==> src/rtl/rc4_pkg.sv <==
package rc4_pkg;

  localparam int KEY_WORDS = 4;
  localparam int CFG_AW    = 2;
  localparam int WORD_W    = 32;
  localparam int BYTE_W    = 8;

  typedef logic [KEY_WORDS-1:0][WORD_W-1:0] rc4_key_t;

  localparam rc4_key_t KEY_RESET = {
    32'h0163_5943, 32'h3843_2CE9, 32'h0403_050B, 32'h1604_B2DE
  };

  // one queued request; sched marks the first byte of a block
  typedef struct packed {
    logic              sched;
    logic              last;
    logic [BYTE_W-1:0] data;
  } rc4_item_t;

  typedef enum logic [3:0] {
    ST_IDLE,
    ST_INIT,
    ST_KS_J,
    ST_KS_WN,
    ST_KS_WJ,
    ST_GOT_I,
    ST_GOT_J,
    ST_WR_J,
    ST_GOT_T
  } eng_state_t;

  // key byte n (mod 16): word n[3:2], byte lane n[1:0]
  function automatic logic [BYTE_W-1:0] key_byte(input rc4_key_t key,
                                                 input logic [3:0] n);
    logic [WORD_W-1:0] w;
    w = key[n[3:2]];
    key_byte = w[{n[1:0], 3'b000} +: BYTE_W];
  endfunction

endpackage

==> src/rtl/rc4_front.sv <==
module rc4_front (
  input  logic                           clk,
  input  logic                           rst_n,
  input  logic                           in_tvalid,
  output logic                           in_tready,
  input  logic [rc4_pkg::BYTE_W-1:0]     in_tdata,
  input  logic                           in_tlast,
  input  logic                           cfg_we,
  input  logic [rc4_pkg::CFG_AW-1:0]     cfg_addr,
  input  logic [rc4_pkg::WORD_W-1:0]     cfg_wdata,
  input  logic                           q_full,
  output logic                           q_push,
  output rc4_pkg::rc4_item_t             q_item,
  output rc4_pkg::rc4_key_t              key
);
  import rc4_pkg::*;

  rc4_key_t key_r, key_nxt;
  logic     sched_pend_r, sched_pend_nxt;

  assign in_tready = !q_full;
  assign q_push    = in_tvalid && !q_full;
  assign key       = key_r;

  always_comb begin
    q_item.data  = in_tdata;
    q_item.last  = in_tlast;
    q_item.sched = sched_pend_r;
    sched_pend_nxt = sched_pend_r;
    if (q_push) begin
      sched_pend_nxt = in_tlast;
    end
    key_nxt = key_r;
    if (cfg_we) begin
      key_nxt[cfg_addr] = cfg_wdata;
    end
  end

  always_ff @(posedge clk) begin
    if (!rst_n) begin
      key_r        <= KEY_RESET;
      sched_pend_r <= 1'b1;
    end else begin
      key_r        <= key_nxt;
      sched_pend_r <= sched_pend_nxt;
    end
  end

endmodule

==> src/rtl/rc4_queue.sv <==
module rc4_queue #(
  parameter int DEPTH = 2
) (
  input  logic               clk,
  input  logic               rst_n,
  input  logic               push,
  input  rc4_pkg::rc4_item_t push_item,
  output logic               full,
  input  logic               pop,
  output logic               q_valid,
  output rc4_pkg::rc4_item_t q_item
);
  import rc4_pkg::*;

  localparam int PW = (DEPTH > 1) ? $clog2(DEPTH) : 1;
  localparam int CW = $clog2(DEPTH + 1);
  localparam logic [PW-1:0] LAST_PTR = PW'(DEPTH - 1);
  localparam logic [CW-1:0] FULL_CNT = CW'(DEPTH);

  rc4_item_t         slot_r [DEPTH];
  logic [PW-1:0]     wr_ptr_r, wr_ptr_nxt, rd_ptr_r, rd_ptr_nxt;
  logic [CW-1:0]     cnt_r, cnt_nxt;

  assign full    = (cnt_r == FULL_CNT);
  assign q_valid = (cnt_r != '0);
  assign q_item  = slot_r[rd_ptr_r];

  always_comb begin
    wr_ptr_nxt = wr_ptr_r;
    rd_ptr_nxt = rd_ptr_r;
    cnt_nxt    = cnt_r;
    if (push) begin
      wr_ptr_nxt = (wr_ptr_r == LAST_PTR) ? '0 : wr_ptr_r + PW'(1);
    end
    if (pop) begin
      rd_ptr_nxt = (rd_ptr_r == LAST_PTR) ? '0 : rd_ptr_r + PW'(1);
    end
    if (push && !pop) begin
      cnt_nxt = cnt_r + CW'(1);
    end else if (pop && !push) begin
      cnt_nxt = cnt_r - CW'(1);
    end
  end

  always_ff @(posedge clk) begin
    if (!rst_n) begin
      wr_ptr_r <= '0;
      rd_ptr_r <= '0;
      cnt_r    <= '0;
    end else begin
      wr_ptr_r <= wr_ptr_nxt;
      rd_ptr_r <= rd_ptr_nxt;
      cnt_r    <= cnt_nxt;
    end
  end

  always_ff @(posedge clk) begin
    if (push) begin
      slot_r[wr_ptr_r] <= push_item;
    end
  end

endmodule

==> src/rtl/rc4_engine.sv <==
module rc4_engine (
  input  logic                       clk,
  input  logic                       rst_n,
  input  logic                       q_valid,
  input  rc4_pkg::rc4_item_t         q_item,
  output logic                       pop,
  input  rc4_pkg::rc4_key_t          key,
  output logic                       out_tvalid,
  input  logic                       out_tready,
  output logic [rc4_pkg::BYTE_W-1:0] out_tdata,
  output logic                       out_tlast
);
  import rc4_pkg::*;

  localparam logic [BYTE_W-1:0] LAST_IDX = '1;

  // S-box: one write and one registered read per cycle
  logic [BYTE_W-1:0] sbox [256];
  logic              we, re;
  logic [BYTE_W-1:0] waddr, wdata, raddr, rdata_r;

  eng_state_t        state_r, state_nxt;
  logic [BYTE_W-1:0] cnt_r, cnt_nxt;
  logic [BYTE_W-1:0] i_r, i_nxt, j_r, j_nxt;
  logic [BYTE_W-1:0] si_r, si_nxt, sj_r, sj_nxt;
  logic [BYTE_W-1:0] cur_data_r, cur_data_nxt;
  logic              cur_last_r, cur_last_nxt;
  logic              out_valid_r, out_valid_nxt;
  logic [BYTE_W-1:0] out_data_r, out_data_nxt;
  logic              out_last_r, out_last_nxt;
  logic              out_free, launch;
  logic [BYTE_W-1:0] j_sum;

  assign out_free   = !out_valid_r || out_tready;
  assign out_tvalid = out_valid_r;
  assign out_tdata  = out_data_r;
  assign out_tlast  = out_last_r;

  always_comb begin
    state_nxt     = state_r;
    cnt_nxt       = cnt_r;
    i_nxt         = i_r;
    j_nxt         = j_r;
    si_nxt        = si_r;
    sj_nxt        = sj_r;
    cur_data_nxt  = cur_data_r;
    cur_last_nxt  = cur_last_r;
    out_data_nxt  = out_data_r;
    out_last_nxt  = out_last_r;
    out_valid_nxt = out_valid_r && !out_tready;
    we     = 1'b0;
    waddr  = '0;
    wdata  = '0;
    re     = 1'b0;
    raddr  = '0;
    pop    = 1'b0;
    launch = 1'b0;
    j_sum  = '0;

    case (state_r)
      ST_IDLE: begin
        launch = 1'b1;
      end
      ST_INIT: begin
        we      = 1'b1;
        waddr   = cnt_r;
        wdata   = cnt_r;
        cnt_nxt = cnt_r + 8'd1;
        if (cnt_r == LAST_IDX) begin
          re        = 1'b1;
          raddr     = '0;
          j_nxt     = '0;
          state_nxt = ST_KS_J;
        end
      end
      ST_KS_J: begin
        j_sum     = j_r + rdata_r + key_byte(key, cnt_r[3:0]);
        si_nxt    = rdata_r;
        j_nxt     = j_sum;
        re        = 1'b1;
        raddr     = j_sum;
        state_nxt = ST_KS_WN;
      end
      ST_KS_WN: begin
        we        = 1'b1;
        waddr     = cnt_r;
        wdata     = rdata_r;
        state_nxt = ST_KS_WJ;
      end
      ST_KS_WJ: begin
        we    = 1'b1;
        waddr = j_r;
        wdata = si_r;
        re    = 1'b1;
        if (cnt_r == LAST_IDX) begin
          // schedule done: first keystream step reads S[1]
          i_nxt     = 8'd1;
          j_nxt     = '0;
          raddr     = 8'd1;
          state_nxt = ST_GOT_I;
        end else begin
          cnt_nxt   = cnt_r + 8'd1;
          raddr     = cnt_r + 8'd1;
          state_nxt = ST_KS_J;
        end
      end
      ST_GOT_I: begin
        j_sum     = j_r + rdata_r;
        si_nxt    = rdata_r;
        j_nxt     = j_sum;
        re        = 1'b1;
        raddr     = j_sum;
        state_nxt = ST_GOT_J;
      end
      ST_GOT_J: begin
        we        = 1'b1;
        waddr     = i_r;
        wdata     = rdata_r;
        sj_nxt    = rdata_r;
        state_nxt = ST_WR_J;
      end
      ST_WR_J: begin
        we        = 1'b1;
        waddr     = j_r;
        wdata     = si_r;
        re        = 1'b1;
        raddr     = si_r + sj_r;
        state_nxt = ST_GOT_T;
      end
      ST_GOT_T: begin
        if (out_free) begin
          out_valid_nxt = 1'b1;
          out_data_nxt  = cur_data_r ^ rdata_r;
          out_last_nxt  = cur_last_r;
          launch        = 1'b1;
        end
      end
      default: begin
        state_nxt = ST_IDLE;
      end
    endcase

    // pick up the next request, running the key schedule first if marked
    if (launch) begin
      if (q_valid) begin
        pop          = 1'b1;
        cur_data_nxt = q_item.data;
        cur_last_nxt = q_item.last;
        if (q_item.sched) begin
          cnt_nxt   = '0;
          state_nxt = ST_INIT;
        end else begin
          i_nxt     = i_r + 8'd1;
          re        = 1'b1;
          raddr     = i_r + 8'd1;
          state_nxt = ST_GOT_I;
        end
      end else begin
        state_nxt = ST_IDLE;
      end
    end
  end

  always_ff @(posedge clk) begin
    if (!rst_n) begin
      state_r     <= ST_IDLE;
      cnt_r       <= '0;
      i_r         <= '0;
      j_r         <= '0;
      out_valid_r <= 1'b0;
    end else begin
      state_r     <= state_nxt;
      cnt_r       <= cnt_nxt;
      i_r         <= i_nxt;
      j_r         <= j_nxt;
      out_valid_r <= out_valid_nxt;
    end
  end

  always_ff @(posedge clk) begin
    si_r       <= si_nxt;
    sj_r       <= sj_nxt;
    cur_data_r <= cur_data_nxt;
    cur_last_r <= cur_last_nxt;
    out_data_r <= out_data_nxt;
    out_last_r <= out_last_nxt;
  end

  // write-through on same-address read keeps back-to-back swaps coherent
  always_ff @(posedge clk) begin
    if (we) begin
      sbox[waddr] <= wdata;
    end
    if (re) begin
      rdata_r <= (we && (waddr == raddr)) ? wdata : sbox[raddr];
    end
  end

endmodule

==> src/rtl/rc4_block_cipher_stream_core.sv <==
// RC4 byte stream cipher.
// in_*  : request stream of bytes; in_tlast marks the last byte of a block.
// out_* : one result byte per request, in order, with tlast copied through.
// cfg_* : key write port, four 32-bit words (index 0..3), byte 0 in bits 7:0.
//         Writes take effect at the next key schedule.
// The first byte after reset or after a tlast byte runs the key schedule:
// it loads the identity permutation, then runs the swap steps (read S[j],
// write S[n], write S[j]), both on the single-write/single-read S-box memory.
// Each byte then reads S[i], reads S[j] and makes two swap writes, with the
// S[t] read folded into the second; the engine works on one byte at a time.
// A small request queue sits in front of the engine, so input is accepted
// while the engine works; when the receiver stalls, the output register
// holds its byte, the engine waits and the queue fills, then in_tready drops.
// Reset restores the default key and marks a key schedule pending.
module rc4_block_cipher_stream_core #(
  parameter int QUEUE_DEPTH = 2
) (
  input  logic                           clk,
  input  logic                           rst_n,
  input  logic                           in_tvalid,
  output logic                           in_tready,
  input  logic [rc4_pkg::BYTE_W-1:0]     in_tdata,   // [7:0] data_byte
  input  logic                           in_tlast,   // block_end
  output logic                           out_tvalid,
  input  logic                           out_tready,
  output logic [rc4_pkg::BYTE_W-1:0]     out_tdata,  // [7:0] cipher_byte
  output logic                           out_tlast,  // block_end_out
  input  logic                           cfg_we,
  input  logic [rc4_pkg::CFG_AW-1:0]     cfg_addr,
  input  logic [rc4_pkg::WORD_W-1:0]     cfg_wdata
);
  import rc4_pkg::*;

  logic      q_full, q_push, q_pop, q_valid;
  rc4_item_t push_item, head_item;
  rc4_key_t  key;

  rc4_front u_front (
    .clk       (clk),
    .rst_n     (rst_n),
    .in_tvalid (in_tvalid),
    .in_tready (in_tready),
    .in_tdata  (in_tdata),
    .in_tlast  (in_tlast),
    .cfg_we    (cfg_we),
    .cfg_addr  (cfg_addr),
    .cfg_wdata (cfg_wdata),
    .q_full    (q_full),
    .q_push    (q_push),
    .q_item    (push_item),
    .key       (key)
  );

  rc4_queue #(
    .DEPTH (QUEUE_DEPTH)
  ) u_queue (
    .clk       (clk),
    .rst_n     (rst_n),
    .push      (q_push),
    .push_item (push_item),
    .full      (q_full),
    .pop       (q_pop),
    .q_valid   (q_valid),
    .q_item    (head_item)
  );

  rc4_engine u_engine (
    .clk        (clk),
    .rst_n      (rst_n),
    .q_valid    (q_valid),
    .q_item     (head_item),
    .pop        (q_pop),
    .key        (key),
    .out_tvalid (out_tvalid),
    .out_tready (out_tready),
    .out_tdata  (out_tdata),
    .out_tlast  (out_tlast)
  );

endmodule

==> config.mk <==
export PLATFORM = sky130hd
export DESIGN_NAME = rc4_block_cipher_stream_core
export DESIGN_NICKNAME = d
export VERILOG_FILES = /design/src/rtl/rc4_pkg.sv /design/src/rtl/rc4_front.sv /design/src/rtl/rc4_queue.sv /design/src/rtl/rc4_engine.sv /design/src/rtl/rc4_block_cipher_stream_core.sv
export SDC_FILE = /design/constraint.sdc
export NUM_CORES = 2
export LEC_CHECK = 0
export BUFFER_PORTS_ARGS = -buffer_cell sky130_fd_sc_hd__buf_4
export CORE_MARGIN = 3
export CORE_UTILIZATION = 51
export CTS_CLUSTER_SIZE = 20
export DETAILED_ROUTE_END_ITERATION = 10
export PLACE_DENSITY = 0.75
export REMOVE_ABC_BUFFERS = 1
export SETUP_SLACK_MARGIN = 0.4
export SLEW_MARGIN = 10
export SYNTH_ARGS = -nofsm -noshare
export SYNTH_HDL_FRONTEND = slang
export SYNTH_HIERARCHICAL = 1
export SYNTH_SLANG_ARGS = --single-unit
==> constraint.sdc <==
create_clock -name clk -period 10.9 [get_ports clk]
set_input_delay 3.27 -clock clk [delete_from_list [all_inputs] [get_ports clk]]
set_output_delay 3.27 -clock clk [all_outputs]
set_load 0.02 [all_outputs]
==> summary.md <==
| Metric | Value |
|---|---|
| Outcome | completed |
| Number of max-capacitance violations reported | 0 |
| Post-CTS Setup Repair Bufs | 0 |
| Type of the worst min-delay path | reg2reg |
| Routability congestion estimate from global placement | 0.9340 |
| Overall track demand over capacity in global routing | 0.2782 |
| Mapped cell area | 92480 sq um |
| Detailed-routing iteration count for the pre-antenna-repair pass | 9 |
| HPWL after detailed placement | 152600 microns |
| Max Fanout on Critical Path | 41 |
| Arrival time reported for the critical path endpoint | 9.02 ns |
| Violation count after the first detailed-routing iteration | 9812 |
| Number of nets still failing antenna checks after routing | 0 |
| Min cycle time layout | 8.460 ns |
| GR Overflow Total | 0 |
| DIE WIDTH | 431.8 microns |
| # rows | 155 |
| Max stage delay cell, worst path | sky130_fd_sc_hd__a2111oi_0 |
| Vias in the first global route | 57471 |
| Final slew viol count | 0 |
| Setup-violating endpoint count in the final report | 0 |
| TritonCTS clock tree | done |
| Initial antenna violation count | 10 |
| Placement Setup Slack | 2.115 ns |
| Total of buffers placed on input and output ports | 58 |
| Initial standard-cell utilization of the core | 0.5155 |
| Filler-free cell count of the finished design | 9265 |
| Routed length per instance | 28.53 microns |
| Library cell appearing most often on the critical path | sky130_fd_sc_hd__a21oi_1 |
| Final-stage net count | 6797 |
| Number of vias in the routed layout | 60244 |
| PostCTS Resize Cnt | 0 |
| Final critical-path setup slack | 2.440 ns |
| Cells traversed along the worst timing path | buf_4, mux4_2, mux4_2, ha_1, xor2_1, a22oi_2, nand3_4, nand2_2, buf_4, a21oi_1, a2111oi_0, a21oi_1, a2111oi_0, nor3_1, mux2i_1, a21oi_1 |
| Top cells by area, synth | sky130_fd_sc_hd__edfxtp_1, sky130_fd_sc_hd__nand2_1, sky130_fd_sc_hd__mux2i_1 |
| Root Buffer Master | sky130_fd_sc_hd__clkbuf_16 |
| Worst-case headroom to the max-slew limit | 0.09656 |
| Post-CTS Hold Buffers | 0 |
| Yosys cell types | 91 |
| GR met1 Demand/Resource | 0.3763 |
| Most numerous cell in the Yosys netlist | sky130_fd_sc_hd__edfxtp_1 |
| Endpoint required time on the critical path | 11.46 ns |
| Die Footprint | 186500 sq um |
| Met2 Resource Use GR | 0.4119 |
| Highest clock frequency the design can meet | 118.2 MHz |
| Leading cell types by count after synthesis | sky130_fd_sc_hd__edfxtp_1, sky130_fd_sc_hd__nand2_1, sky130_fd_sc_hd__nand3_1 |
| Slowest Stage Delay on Critical Path | 0.93 ns |
| Setup slack on the worst flop-to-flop path | 2.44 ns |
| Worst ir drop on vdd | 0.1871 mV |
| Number of placed cells counting well taps | 8858 |
| Global-route wire length before repair | 385400 microns |
| Share of post-route cells with drive strength above 1 | 0.08747 |
| Crit path launch type | flop |
| Critical path start-end classification | reg2reg |
| Async set or reset register ratio after synthesis | 0 |
| Count of mapped cells out of synthesis | 6793 |
| Number of buffers between clock root and the deepest sink | 3 |
| Leakage Power | 0.03368 uW |
| Post-detailed-routing wire length | 264400 microns |
| Total power density per cell area | 229.8 nW/um^2 |
| Sink Count | 2273 |
| Average footprint of a synthesized cell | 13.61 sq um |
| Area Growth Syn to Fin | 10.04% |
| Unrepaired setup endpoints after global routing | false |
| Clock buffer count from CTS | 216 |
| Number of flops mapped to enable cells by yosys | 2110 |
| Flop and latch count out of synthesis | 2273 |
| Number of vias per cell | 6.502 |
| Number of warnings printed during yosys synthesis | 6 |
| Worst Skew | 0.07168 ns |
| Met3 demand-to-capacity share in global routing | 0.07398 |
| Area of the core | 179400 sq um |
| Element type at the critical path end | flop |
| Slew at the pin with the worst max-slew slack | 1.352 ns |
| Number of endpoints with negative hold slack in the final report | 0 |
| Final core utilization | 0.5673 |
| Share of the clock period used by the worst path after layout | 0.7761 |
| Floorplan die height | 431.8 microns |
| H-tree depth | 4 |
| CTS clock-pin slew for the worst setup and hold paths | 0.06 ns |
| Sequential cell area fraction in the yosys report | 0.7204 |
| Largest net degree at the start of global routing | 222 |
| Area share of the largest cell type after synthesis | 0.6851 |
| Most crowded layer after global routing | met2 |
| Most used flip-flop cell after synthesis | sky130_fd_sc_hd__edfxtp_1 |
| Clock latency on the worst-skew pair | 0.88 ns |
| Largest area contributor in the netlist | sky130_fd_sc_hd__edfxtp_1 |
| # IOs | 59 |
| Number of remaining DRC errors | 0 |
-- path summary, 6_finish.rpt --
path	start	to	cells past startpoint
setup / recovery	u_engine/cnt_r[2]	u_engine/rdata_r[7]	16
hold / removal	u_engine/cur_last_r	u_engine/out_tlast	0
setup reg to reg	u_engine/cnt_r[2]	u_engine/rdata_r[7]	16
hold reg to reg	u_engine/cur_last_r	u_engine/out_tlast	0
-- logic make-up after synthesis --
kind of cell | count (synthesis) | share of synthesized area
AOI/OAI and AO/OA | 727 | 0.05471
xor gates and xnor gates | 53 | 0.005019
adders and majority gates | 28 | 0.004032
buffers and inverters | 491 | 0.02426
DFF | 2273 | 0.7204
muxes | 498 | 0.06339
and+or+nand+nor | 2723 | 0.1282
-- registers in the layout, summed over array words and instances, names as in the netlist, named ones only --
signal	flops
u_engine/sj_r	8
u_engine/sbox	2048
u_queue/cnt_r	2
u_engine/si_r	8
u_engine/out_tlast	1
u_engine/state_r	4
u_engine/i_r	8
u_engine/cnt_r	8
u_engine/cur_last_r	1
u_queue/slot_r	20
u_queue/wr_ptr_r	1
u_engine/rdata_r	8
u_engine/j_r	8
u_front/sched_pend_r	1
u_engine/out_tvalid	1
u_queue/rd_ptr_r	1
u_engine/cur_data_r	8
u_front/key	128
u_engine/out_tdata	8
-- stage by stage --
| stage | hold slack [ns] | total power (uW) | TNS, ns | cell area [sq um] |
|---|---|---|---|---|
| after floorplan | 0.4003 | 15550 | -187.81 | 90360 |
| after global placement | 0.4190 | 16000 | 0 | 94940 |
| after detailed placement | 0.4137 | 16090 | 0 | 94940 |
| after CTS | 0.4424 | 23210 | 0 | 101700 |
| after global routing | 0.4438 | 24010 | 0 | 101700 |
| final | 0.4313 | 23390 | 0 | 101800 |
-- critical path, delay by kind of cell (launching register included) --
family / cells / cell delay, ns
AO/OA/AOI/OAI: 6 / 2.39
AND/OR/NAND/NOR: 3 / 1.85
multiplexers: 3 / 1.42
buffers and inverters: 2 / 1.19
flip-flops: 1 / 0.72
adder cells (fa/ha/maj): 1 / 0.37
XOR/XNOR: 1 / 0.17
-- layout by cell type, fill, tap and decap left out, types with 69 or more instances in the layout --
master | netlist | routed
sky130_fd_sc_hd__nor2b_1 | 69 | 69
sky130_fd_sc_hd__mux2i_1 | 418 | 418
sky130_fd_sc_hd__o22ai_1 | 75 | 75
sky130_fd_sc_hd__buf_4 | 25 | 156
sky130_fd_sc_hd__nand2_1 | 1551 | 1545
sky130_fd_sc_hd__dfxtp_1 | 163 | 161
sky130_fd_sc_hd__clkbuf_16 | 0 | 217
sky130_fd_sc_hd__a21oi_1 | 183 | 183
sky130_fd_sc_hd__edfxtp_1 | 2110 | 2110
sky130_fd_sc_hd__nand4_1 | 86 | 86
sky130_fd_sc_hd__mux4_2 | 69 | 69
sky130_fd_sc_hd__nand3_1 | 486 | 484
sky130_fd_sc_hd__a32oi_1 | 109 | 109
sky130_fd_sc_hd__nor2_1 | 326 | 319
-- area by class of cell --
| class | instances | area (sq um) |
|---|---|---|
| multi-input cells | 4029 | 23790 |
| diodes | 5 | 12.51 |
| fillers | 13568 | 77630 |
| repair buffers | 168 | 1411 |
| well taps | 2355 | 2947 |
| clock inverters | 134 | 1145 |
| flip-flops and latches | 2273 | 66630 |
| clock buffers | 268 | 5662 |
| inverters | 33 | 168.9 |
-- power by group --
group | total, uW | switching (uW) | internal, uW
logic | 5990 | 4360 | 1630
registers | 10200 | 152 | 10000
clock network | 7210 | 3270 | 3940
-- per-layer routing --
| layer | up-vias | part of all wire |
|---|---|---|
| met5 | - | 0.00063 |
| met4 | 2 | 0.061 |
| met3 | 894 | 0.13 |
| met2 | 4577 | 0.45 |
| met1 | 29543 | 0.36 |
| li1 | 25228 | - |
Note: power is estimated with default switching activity, not from simulation.
